## src/hdl/lsg_pkg.sv

```systemverilog
// lsg_pkg: shared constants, types and helper functions for the line substring grep unit
// no dependencies; compiled first
package lsg_pkg;

  // sizes
  localparam int PATTERN_MAX_DEF = 32;
  localparam int PAT_BYTES       = 32;
  localparam int CNT_W           = 32;
  localparam int PAT_LEN_W       = 6;
  localparam int CFG_IDX_W       = 3;
  localparam int CFG_DATA_W      = 64;
  localparam int FIFO_DEPTH      = 4;

  // character codes
  localparam logic [7:0] NEWLINE     = 8'd10;
  localparam logic [7:0] CHAR_UPPER_A = 8'd65;
  localparam logic [7:0] CHAR_UPPER_Z = 8'd90;
  localparam logic [7:0] CASE_OFFSET  = 8'd32;

  localparam logic [CNT_W-1:0] CNT_SAT = '1;

  // configuration register indexes
  localparam logic [CFG_IDX_W-1:0] REG_PAT0       = 3'd0;
  localparam logic [CFG_IDX_W-1:0] REG_PAT1       = 3'd1;
  localparam logic [CFG_IDX_W-1:0] REG_PAT2       = 3'd2;
  localparam logic [CFG_IDX_W-1:0] REG_PAT3       = 3'd3;
  localparam logic [CFG_IDX_W-1:0] REG_PAT_LEN    = 3'd4;
  localparam logic [CFG_IDX_W-1:0] REG_IGN_CASE   = 3'd5;
  localparam logic [CFG_IDX_W-1:0] REG_INVERT     = 3'd6;
  localparam logic [CFG_IDX_W-1:0] REG_COUNT_ONLY = 3'd7;

  // result kinds
  localparam logic KIND_LINE  = 1'b0;
  localparam logic KIND_COUNT = 1'b1;

  typedef struct packed {
    logic [8*PAT_BYTES-1:0] pat;
    logic [PAT_LEN_W-1:0]   pat_len;
    logic                   ign_case;
    logic                   invert;
    logic                   count_only;
  } cfg_t;

  typedef struct packed {
    logic             result_kind;
    logic [CNT_W-1:0] line_number;
    logic [CNT_W-1:0] line_offset;
    logic [CNT_W-1:0] line_length;
    logic [CNT_W-1:0] match_count;
    logic             last_result;
  } result_t;

  // up to two results produced by one byte, r0 leaves first
  typedef struct packed {
    logic [1:0] n;
    result_t    r0;
    result_t    r1;
  } push_t;

  function automatic logic [CNT_W-1:0] sat_inc(input logic [CNT_W-1:0] v);
    logic [CNT_W-1:0] r;
    r = (v == CNT_SAT) ? v : v + CNT_W'(1);
    return r;
  endfunction

  function automatic logic [7:0] fold(input logic [7:0] c, input logic on);
    logic [7:0] r;
    r = (on && c >= CHAR_UPPER_A && c <= CHAR_UPPER_Z) ? c + CASE_OFFSET : c;
    return r;
  endfunction

endpackage

```

## src/hdl/lsg_intf.sv

```systemverilog
// lsg_intf: valid/ready channel interfaces for text bytes, results and configuration writes
// depends on lsg_pkg
interface lsg_byte_if;
  logic       valid;
  logic       ready;
  logic [7:0] text_byte;
  logic       end_of_text;
  modport source (output valid, text_byte, end_of_text, input ready);
  modport sink (input valid, text_byte, end_of_text, output ready);
endinterface

interface lsg_result_if;
  logic                      valid;
  logic                      ready;
  logic                      result_kind;
  logic [lsg_pkg::CNT_W-1:0] line_number;
  logic [lsg_pkg::CNT_W-1:0] line_offset;
  logic [lsg_pkg::CNT_W-1:0] line_length;
  logic [lsg_pkg::CNT_W-1:0] match_count;
  logic                      last_result;
  modport source (output valid, result_kind, line_number, line_offset, line_length,
                  match_count, last_result, input ready);
  modport sink (input valid, result_kind, line_number, line_offset, line_length,
                match_count, last_result, output ready);
endinterface

interface lsg_cfg_if;
  logic                           valid;
  logic                           ready;
  logic [lsg_pkg::CFG_IDX_W-1:0]  reg_index;
  logic [lsg_pkg::CFG_DATA_W-1:0] data;
  modport source (output valid, reg_index, data, input ready);
  modport sink (input valid, reg_index, data, output ready);
endinterface

```

## src/hdl/lsg_cfg_regs.sv

```systemverilog
// lsg_cfg_regs: configuration register file written over the config channel
// depends on lsg_pkg
module lsg_cfg_regs (
  input  logic                           clk,
  input  logic                           rst,
  input  logic                           wr_en,
  input  logic [lsg_pkg::CFG_IDX_W-1:0]  wr_index,
  input  logic [lsg_pkg::CFG_DATA_W-1:0] wr_data,
  output lsg_pkg::cfg_t                  cfg
);

  // register writes, one per transfer
  always_ff @(posedge clk) begin
    if (rst) begin
      cfg <= '0;
    end else if (wr_en) begin
      case (wr_index)
        lsg_pkg::REG_PAT0:       cfg.pat[63:0]    <= wr_data;
        lsg_pkg::REG_PAT1:       cfg.pat[127:64]  <= wr_data;
        lsg_pkg::REG_PAT2:       cfg.pat[191:128] <= wr_data;
        lsg_pkg::REG_PAT3:       cfg.pat[255:192] <= wr_data;
        lsg_pkg::REG_PAT_LEN:    cfg.pat_len      <= wr_data[lsg_pkg::PAT_LEN_W-1:0];
        lsg_pkg::REG_IGN_CASE:   cfg.ign_case     <= wr_data[0];
        lsg_pkg::REG_INVERT:     cfg.invert       <= wr_data[0];
        lsg_pkg::REG_COUNT_ONLY: cfg.count_only   <= wr_data[0];
        default: ;
      endcase
    end
  end

endmodule

```

## src/hdl/lsg_matcher.sv

```systemverilog
// lsg_matcher: shift-and match vector, line bookkeeping and result generation per byte
// depends on lsg_pkg
module lsg_matcher #(
  parameter int PATTERN_MAX = lsg_pkg::PATTERN_MAX_DEF
) (
  input  logic          clk,
  input  logic          rst,
  input  lsg_pkg::cfg_t cfg,
  input  logic          proc,
  input  logic [7:0]    in_byte,
  input  logic          in_eot,
  output lsg_pkg::push_t push
);

  localparam int LW = $clog2(PATTERN_MAX + 1);
  localparam int CW = lsg_pkg::CNT_W;

  logic [PATTERN_MAX-1:0] pm, pm_next, pm_upd, eq, last_mask;
  logic                   found, found_next;
  logic [CW-1:0]          len, len_next, num, num_next, off, off_next;
  logic [CW-1:0]          pos, pos_next, cnt, cnt_next;
  logic [LW-1:0]          m;
  logic [7:0]             fc, pb;
  logic                   is_nl, sel, rep_vld;
  lsg_pkg::result_t       rep, fin;

  // effective pattern length, clamped to the vector size
  always_comb begin
    if ({1'b0, cfg.pat_len} > 7'(PATTERN_MAX)) begin
      m = LW'(PATTERN_MAX);
    end else begin
      m = LW'(cfg.pat_len);
    end
  end

  // per-position compare of the byte against each pattern byte
  always_comb begin
    fc = lsg_pkg::fold(in_byte, cfg.ign_case);
    pb = '0;
    for (int i = 0; i < PATTERN_MAX; i++) begin
      if (i < lsg_pkg::PAT_BYTES) begin
        pb = cfg.pat[8*(i % lsg_pkg::PAT_BYTES) +: 8];
      end else begin
        pb = '0;
      end
      eq[i]        = (i < int'(m)) && (lsg_pkg::fold(pb, cfg.ign_case) == fc);
      last_mask[i] = (int'(m) == i + 1);
    end
    pm_upd = ((pm << 1) | PATTERN_MAX'(1)) & eq;
  end

  // next state and results
  always_comb begin
    is_nl      = (in_byte == lsg_pkg::NEWLINE);
    pos_next   = lsg_pkg::sat_inc(pos);
    pm_next    = pm;
    found_next = found;
    len_next   = len;
    num_next   = num;
    cnt_next   = cnt;
    off_next   = off;
    rep_vld    = 1'b0;
    rep        = '0;
    fin        = '0;

    if (!is_nl) begin
      if (m != '0) begin
        pm_next = pm_upd;
        if (|(pm_upd & last_mask)) begin
          found_next = 1'b1;
        end
      end
      len_next = lsg_pkg::sat_inc(len);
    end

    sel = (m == '0) || found_next;
    if (cfg.invert) begin
      sel = !sel;
    end

    // line end: report and restart line state
    if (is_nl || in_eot) begin
      num_next = lsg_pkg::sat_inc(num);
      if (sel) begin
        cnt_next = lsg_pkg::sat_inc(cnt);
      end
      rep_vld         = sel && !cfg.count_only;
      rep.result_kind = lsg_pkg::KIND_LINE;
      rep.line_number = num_next;
      rep.line_offset = off;
      rep.line_length = len_next;
      rep.match_count = cnt_next;
      rep.last_result = 1'b0;
      pm_next    = '0;
      found_next = 1'b0;
      len_next   = '0;
      off_next   = pos_next;
    end

    fin.result_kind = lsg_pkg::KIND_COUNT;
    fin.match_count = cnt_next;
    fin.last_result = 1'b1;

    // text end clears everything
    if (in_eot) begin
      pm_next    = '0;
      found_next = 1'b0;
      len_next   = '0;
      num_next   = '0;
      off_next   = '0;
      pos_next   = '0;
      cnt_next   = '0;
    end
  end

  // push bundle toward the result queue
  always_comb begin
    push = '0;
    if (rep_vld) begin
      push.r0 = rep;
      push.r1 = fin;
      push.n  = in_eot ? 2'd2 : 2'd1;
    end else begin
      push.r0 = fin;
      push.r1 = fin;
      push.n  = in_eot ? 2'd1 : 2'd0;
    end
    if (!proc) begin
      push.n = 2'd0;
    end
  end

  // per-text state
  always_ff @(posedge clk) begin
    if (rst) begin
      pm    <= '0;
      found <= 1'b0;
      len   <= '0;
      num   <= '0;
      off   <= '0;
      pos   <= '0;
      cnt   <= '0;
    end else if (proc) begin
      pm    <= pm_next;
      found <= found_next;
      len   <= len_next;
      num   <= num_next;
      off   <= off_next;
      pos   <= pos_next;
      cnt   <= cnt_next;
    end
  end

  // end of text leaves a clean slate
  a_eot_clears: assert property (@(posedge clk) disable iff (rst)
    (proc && in_eot) |=> (pos == '0 && cnt == '0 && num == '0 && pm == '0))
    else $error("per-text state not cleared after end of text");

  // a double push is always a line report followed by the final count
  a_two_order: assert property (@(posedge clk) disable iff (rst)
    (push.n == 2'd2) |-> (push.r0.result_kind == lsg_pkg::KIND_LINE &&
                          push.r1.last_result))
    else $error("double push out of order");

endmodule

```

## src/hdl/lsg_result_fifo.sv

```systemverilog
// lsg_result_fifo: small result queue, up to two writes and one read per cycle
// depends on lsg_pkg
module lsg_result_fifo (
  input  logic             clk,
  input  logic             rst,
  input  lsg_pkg::push_t   push,
  output logic             room2,
  output logic             out_valid,
  input  logic             out_ready,
  output lsg_pkg::result_t out_data
);

  localparam int Depth = lsg_pkg::FIFO_DEPTH;
  localparam int PW    = $clog2(Depth);
  localparam int CW    = $clog2(Depth + 1);

  lsg_pkg::result_t mem [Depth];
  logic [PW-1:0]    wr_ptr, rd_ptr;
  logic [CW-1:0]    count;
  logic             pop;

  assign out_valid = (count != '0);
  assign out_data  = mem[rd_ptr];
  assign pop       = out_valid && out_ready;
  assign room2     = (count <= CW'(Depth - 2));

  // storage writes
  always_ff @(posedge clk) begin
    if (push.n != 2'd0) begin
      mem[wr_ptr] <= push.r0;
    end
    if (push.n == 2'd2) begin
      mem[wr_ptr + PW'(1)] <= push.r1;
    end
  end

  // pointers and fill level
  always_ff @(posedge clk) begin
    if (rst) begin
      wr_ptr <= '0;
      rd_ptr <= '0;
      count  <= '0;
    end else begin
      wr_ptr <= wr_ptr + PW'(push.n);
      rd_ptr <= rd_ptr + PW'(pop);
      count  <= count + CW'(push.n) - CW'(pop);
    end
  end

  a_no_overflow: assert property (@(posedge clk) disable iff (rst)
    (push.n != 2'd0) |-> (count + CW'(push.n) <= CW'(Depth)))
    else $error("result queue overflow");

  a_level_track: assert property (@(posedge clk) disable iff (rst)
    (push.n == 2'd0 && pop) |=> (count == $past(count) - CW'(1)))
    else $error("result queue level wrong after transfer");

endmodule

```

## src/hdl/line_substring_grep_unit.sv

```systemverilog
// line_substring_grep_unit: top level of the fixed-string line filter
// depends on lsg_pkg, lsg_intf, lsg_cfg_regs, lsg_matcher, lsg_result_fifo
//
//   channel   dir  fields
//   byte_in   in   text_byte[7:0], end_of_text
//   res_out   out  result_kind, line_number, line_offset, line_length,
//                  match_count, last_result (32-bit counters)
//   cfg       in   reg_index[2:0], data[63:0]
//
// one byte per cycle while the queue has room: a byte is captured in the input register,
// then matched and pushed into a four-entry result queue. a byte ending the text yields
// up to two results, drained one per cycle while res_out is ready.
// input ready drops only when the queue holds more than two results.
// synchronous reset clears config and all text state; cfg is always ready.
module line_substring_grep_unit #(
  parameter int PATTERN_MAX = lsg_pkg::PATTERN_MAX_DEF
) (
  input logic          clk,
  input logic          rst,
  lsg_byte_if.sink     byte_in,
  lsg_result_if.source res_out,
  lsg_cfg_if.sink      cfg
);

  lsg_pkg::cfg_t    cfg_q;
  lsg_pkg::push_t   push;
  lsg_pkg::result_t out_data;
  logic             in_vld, in_eot, room2, proc;
  logic [7:0]       in_byte;

  // configuration
  assign cfg.ready = 1'b1;

  lsg_cfg_regs u_cfg (
    .clk      (clk),
    .rst      (rst),
    .wr_en    (cfg.valid),
    .wr_index (cfg.reg_index),
    .wr_data  (cfg.data),
    .cfg      (cfg_q)
  );

  // input register
  assign proc          = in_vld && room2;
  assign byte_in.ready = !in_vld || room2;

  always_ff @(posedge clk) begin
    if (rst) begin
      in_vld <= 1'b0;
    end else if (byte_in.ready) begin
      in_vld <= byte_in.valid;
    end
  end

  always_ff @(posedge clk) begin
    if (byte_in.valid && byte_in.ready) begin
      in_byte <= byte_in.text_byte;
      in_eot  <= byte_in.end_of_text;
    end
  end

  lsg_matcher #(.PATTERN_MAX(PATTERN_MAX)) u_match (
    .clk     (clk),
    .rst     (rst),
    .cfg     (cfg_q),
    .proc    (proc),
    .in_byte (in_byte),
    .in_eot  (in_eot),
    .push    (push)
  );

  lsg_result_fifo u_fifo (
    .clk       (clk),
    .rst       (rst),
    .push      (push),
    .room2     (room2),
    .out_valid (res_out.valid),
    .out_ready (res_out.ready),
    .out_data  (out_data)
  );

  // result payload
  assign res_out.result_kind = out_data.result_kind;
  assign res_out.line_number = out_data.line_number;
  assign res_out.line_offset = out_data.line_offset;
  assign res_out.line_length = out_data.line_length;
  assign res_out.match_count = out_data.match_count;
  assign res_out.last_result = out_data.last_result;

endmodule
```

## src/flat_wrapper.sv

```systemverilog
// flat-port wrapper written by rule: the top's interface ports become plain ports
module line_substring_grep_unit_flat 
#(
  parameter int PATTERN_MAX = lsg_pkg::PATTERN_MAX_DEF
)
  (clk, rst, byte_in_valid, byte_in_text_byte, byte_in_end_of_text, byte_in_ready, res_out_valid, res_out_result_kind, res_out_line_number, res_out_line_offset, res_out_line_length, res_out_match_count, res_out_last_result, res_out_ready, cfg_valid, cfg_reg_index, cfg_data, cfg_ready);
  lsg_byte_if byte_in_i ();
  lsg_result_if res_out_i ();
  lsg_cfg_if cfg_i ();
  input logic clk;
  input logic rst;
  input wire logic [$bits(byte_in_i.valid)-1:0] byte_in_valid;
  input wire logic [$bits(byte_in_i.text_byte)-1:0] byte_in_text_byte;
  input wire logic [$bits(byte_in_i.end_of_text)-1:0] byte_in_end_of_text;
  output wire logic [$bits(byte_in_i.ready)-1:0] byte_in_ready;
  output wire logic [$bits(res_out_i.valid)-1:0] res_out_valid;
  output wire logic [$bits(res_out_i.result_kind)-1:0] res_out_result_kind;
  output wire logic [$bits(res_out_i.line_number)-1:0] res_out_line_number;
  output wire logic [$bits(res_out_i.line_offset)-1:0] res_out_line_offset;
  output wire logic [$bits(res_out_i.line_length)-1:0] res_out_line_length;
  output wire logic [$bits(res_out_i.match_count)-1:0] res_out_match_count;
  output wire logic [$bits(res_out_i.last_result)-1:0] res_out_last_result;
  input wire logic [$bits(res_out_i.ready)-1:0] res_out_ready;
  input wire logic [$bits(cfg_i.valid)-1:0] cfg_valid;
  input wire logic [$bits(cfg_i.reg_index)-1:0] cfg_reg_index;
  input wire logic [$bits(cfg_i.data)-1:0] cfg_data;
  output wire logic [$bits(cfg_i.ready)-1:0] cfg_ready;
  assign byte_in_i.valid = byte_in_valid;
  assign byte_in_i.text_byte = byte_in_text_byte;
  assign byte_in_i.end_of_text = byte_in_end_of_text;
  assign byte_in_ready = byte_in_i.ready;
  assign res_out_valid = res_out_i.valid;
  assign res_out_result_kind = res_out_i.result_kind;
  assign res_out_line_number = res_out_i.line_number;
  assign res_out_line_offset = res_out_i.line_offset;
  assign res_out_line_length = res_out_i.line_length;
  assign res_out_match_count = res_out_i.match_count;
  assign res_out_last_result = res_out_i.last_result;
  assign res_out_i.ready = res_out_ready;
  assign cfg_i.valid = cfg_valid;
  assign cfg_i.reg_index = cfg_reg_index;
  assign cfg_i.data = cfg_data;
  assign cfg_ready = cfg_i.ready;
  line_substring_grep_unit #(.PATTERN_MAX(PATTERN_MAX)) u_core (.clk(clk), .rst(rst), .byte_in(byte_in_i), .res_out(res_out_i), .cfg(cfg_i));
endmodule
```

## config.mk

```make
export PLATFORM = sky130hd
export DESIGN_NAME = line_substring_grep_unit_flat
export DESIGN_NICKNAME = d
export VERILOG_FILES = /design/src/hdl/lsg_pkg.sv /design/src/hdl/lsg_intf.sv /design/src/hdl/lsg_cfg_regs.sv /design/src/hdl/lsg_matcher.sv /design/src/hdl/lsg_result_fifo.sv /design/src/hdl/line_substring_grep_unit.sv /design/src/flat_wrapper.sv
export SDC_FILE = /design/constraint.sdc
export NUM_CORES = 2
export LEC_CHECK = 0
export BUFFER_PORTS_ARGS = -buffer_cell sky130_fd_sc_hd__buf_2
export CAP_MARGIN = 5
export CORE_MARGIN = 2
export CORE_UTILIZATION = 60
export CTS_CLUSTER_DIAMETER = 100
export DETAILED_ROUTE_END_ITERATION = 8
export PLACE_DENSITY = 0.74
export SKIP_LAST_GASP = 1
export SYNTH_ARGS = -nofsm -noshare
export SYNTH_HDL_FRONTEND = slang
export SYNTH_HIERARCHICAL = 1
export SYNTH_SLANG_ARGS = --single-unit
```

## constraint.sdc

```tcl
create_clock -name clk -period 43.2 [get_ports clk]
set_clock_uncertainty 0.05 [all_clocks]
set_input_delay 4.32 -clock clk [delete_from_list [all_inputs] [get_ports clk]]
set_output_delay 4.32 -clock clk [all_outputs]
set_load 0.005 [all_outputs]
```

==> results.md <==
* Fraction of registers with async set/reset at 0
* Fin worst setup slack at 34.16 ns
* Finish-stage setup viols at 0
* GPL Wtd Cong at 0.898
* Vias in the first global route at 36500
* Longest Clk Path Bufs at 3
* Reg-to-reg slack, setup at 34.16 ns
* Share of cells above drive strength 1 at 0.208
* EDFF count, synth at 529
* DRC Markers at 0
* Crit-path max FO at 73
* Hold Crit Class: flip-flop to flip-flop
* Hold Path Origin: u_core/u_match/off[14]
* H-tree level count at 3
* Core area at 90300 um^2
* First-pass GRT wire length at 209000 um
* Yosys Warn Count at 6
* Root Driver: clkbuf_16
* Drt first pass iters at 6
* Initial antenna violation count at 3
* Pwr/cell area at 39.2 nW/um^2
* Reg-to-reg critical path startpoint: u_core/in_byte[0]
* Clk slew on worst S/H paths at 0.06 ns
* DR vias/cell at 6.12
* CTS Sinks at 994
* GRT Residual Overflow at 0
* Synth Area per Inst at 11.3 um^2
* CTS tree: built
* R2R depth at 19
* Leak at 22.3 nW
* Total wire length at 134000 um
* Die Area at 93900 um^2
* IO Pins at 214
* Max_slew headroom at 0.232
* Routed WL per cell at 21.8 um
* PostCTS Resize Cnt at 0
* Number of DRC markers in iteration 0 at 3686
* Outcome: finished, final reports clean
* Antenna-violating nets left at 0
* Crit share post-route at 0.209
* CTS Hold Bufs at 0
* CP Data Arrival Time at 9.28 ns
* Yosys cell types at 98
* Vias at 37500
* Post-CTS Setup Bufs at 0
* Nature of the critical path startpoint: flip-flop
* Max-slew violations at 0
* Fmax at 111 MHz
* Hold path endpoint: u_core/u_match/off[14]
* Largest net degree at the start of global routing at 229
* Reg2reg end: u_core/u_fifo/mem[3][103]
* Sequential element share of the synthesized area at 0.459
* Post-synthesis cell count at 4842
* Setup CP Type: flip-flop to flip-flop
* Fin. Hold Viols at 0
* Rows at 110
* CP Data Required Time at 43.44 ns
* Number of buffers created by CTS at 104
* Clk_lat worst skew at 0.69 ns
* Die Span Y at 306 um
* Final min period at 9.04 ns
* I/O Buffers at 212
* Synthesized area at 54900 um^2
* Worst VDD drop at 0.0000354 V
* Hold path depth at 2
* Initial Utilization at 0.608
* Area added between synthesis and finish at 7.90%
* Final setup TNS at 0 ns
* RSZ-0062 raised after global routing: false
* All-layer global routing usage at 0.281
* Die width at 306 um
* Max-cap viol count at 0
* Least-Margin Pin Slew at 1.15 ns
* Nets at 4988
* Main flop type after synthesis: edfxtp_1
* Critical Path End Type: flip-flop
* Synthesis-stage register bit count at 994
* HPWL after DPL at 83100 um
* Place WS at 34.22 ns
[stage by stage]
| step | cells | power [W] | instance area (um^2) | util | hold WS, ns |
|---|---|---|---|---|---|
| detailed placement | 5935 | 0.00142 | 55700 | 0.617 | 0.388 |
| global route | 6134 | 0.00240 | 59200 | 0.656 | 0.421 |
| floorplan | 4938 | 0.00132 | 55300 | - | 0.367 |
| CTS | 6133 | 0.00234 | 59200 | 0.656 | 0.401 |
| global placement | 5935 | 0.00142 | 55700 | 0.617 | 0.378 |
| finish | 6134 | 0.00232 | 59200 | 0.656 | 0.400 |
[synth_stat cells, drive strengths merged (12+ instances only)]
| master | n | area, um^2 |
|---|---|---|
| edfxtp | 529 | 15900 |
| mux2 | 522 | 5880 |
| dfxtp | 465 | 9310 |
| nand2b | 342 | 2150 |
| nor2 | 305 | 1140 |
| buf | 303 | 2210 |
| mux2i | 282 | 2820 |
| nand2 | 240 | 901 |
| xnor2 | 233 | 2040 |
| clkbuf | 141 | 529 |
| xor2 | 135 | 1190 |
| mux4 | 130 | 2930 |
| o21ai | 119 | 596 |
| a21oi | 113 | 569 |
| nand3 | 94 | 475 |
| nor3 | 92 | 472 |
| inv | 73 | 274 |
| or4 | 63 | 480 |
| a31oi | 62 | 388 |
| nand4 | 57 | 357 |
| nor4 | 49 | 313 |
| and2 | 48 | 304 |
| and3 | 43 | 269 |
| ha | 41 | 513 |
| a22oi | 37 | 278 |
| or3 | 30 | 193 |
| a21o | 25 | 188 |
| nor3b | 25 | 188 |
| o21a | 21 | 158 |
| o31ai | 21 | 163 |
| a41oi | 20 | 175 |
| o211ai | 17 | 133 |
| and4 | 13 | 114 |
| o41ai | 12 | 113 |
[layout make-up]
| class | instances | area, um^2 |
|---|---|---|
| fillers | 6932 | 31000 |
| multi-input cells | 3425 | 27200 |
| flip-flops and latches | 994 | 25200 |
| clock buffers | 160 | 3170 |
| repair buffers | 265 | 1520 |
| well taps | 1176 | 1470 |
| clock inverters | 38 | 397 |
| inverters | 75 | 282 |
| diodes | 1 | 2.50 |
[worst max path at each step]
stage	slack, ns	start	endpoint
finish	34.16	u_core/in_byte[0]	u_core/u_fifo/mem[3][103]
global route	33.59	u_core/in_byte[0]	u_core/u_fifo/mem[3][115]
CTS	34.19	u_core/in_byte[0]	u_core/u_fifo/mem[3][105]
detailed placement	34.22	u_core/in_byte[0]	u_core/u_fifo/mem[3][115]
global placement	34.32	u_core/in_byte[0]	u_core/u_fifo/mem[3][110]
floorplan	28.81	u_core/in_byte[5]	u_core/u_fifo/mem[0][0]
[state kept, by name, summed over array words and instances, names as in the netlist, 2 cells and up]
register and cells:
u_core/in_byte 8, u_core/u_match/off 32, u_core/u_fifo/count 3, u_core/u_fifo/rd_ptr 2
u_core/u_match/num 32, u_core/u_fifo/wr_ptr 2, u_core/u_match/pos 32, u_core/u_cfg/cfg 265
u_core/u_fifo/mem 520, u_core/u_match/pm 31, u_core/u_match/cnt 32, u_core/u_match/len 32
[per-layer routing]
metal,wire length (um),vias to the layer above,GRT usage,share of wire
li1,-,17600,-,-
met1,58900,18500,0.393,0.44
met2,62700,1295,0.457,0.47
met3,8780,215,0.0374,0.066
met4,3290,0,0.0838,0.025
met5,0,-,0,0
[cells by family after synthesis]
family,Yosys count,share of synthesized area
AND/OR/NAND/NOR,1456,0.142
flip-flops,994,0.459
multiplexers,934,0.212
AO/OA/AOI/OAI,524,0.0624
buffers and inverters,519,0.0550
XOR/XNOR,370,0.0597
adder cells (fa/ha/maj),42,0.00971
other,3,0.000205
[placed cells by master (no fill, tap or decap), types with 108 or more instances in the layout]
master	netlist	layout
mux2_1	109	109
dfxtp_1	465	463
buf_2	77	211
a21oi_1	112	111
nor2_1	305	300
edfxtp_1	529	529
xor2_1	134	134
mux4_2	130	130
clkbuf_16	0	108
nand2_1	240	240
xnor2_1	233	233
mux2_2	413	413
o21ai_0	115	113
mux2i_1	282	282
nand2b_1	341	341
[power breakdown]
group | switching [W] | internal [W]
sequential | 0.0000250 | 0.00103
combinational | 0.000190 | 0.000157
clock | 0.000380 | 0.000542
[critical path: stages, from the launching register on]
cell,delay (ns)
edfxtp_1,0.37
buf_4,0.34
or3_4,0.50
nor3_4,0.20
o31a_2,0.97
xor2_1,0.24
nor4_1,0.12
nor4_2,0.30
o2111ai_1,0.15
or4_4,0.60
or4_4,0.54
nand3b_1,0.16
or2_2,0.13
buf_4,0.64
inv_2,0.39
ha_1,0.39
and2_1,0.40
mux2i_1,0.26
nor2_4,0.88
buf_4,0.87
(Power assumes the default switching activity.)
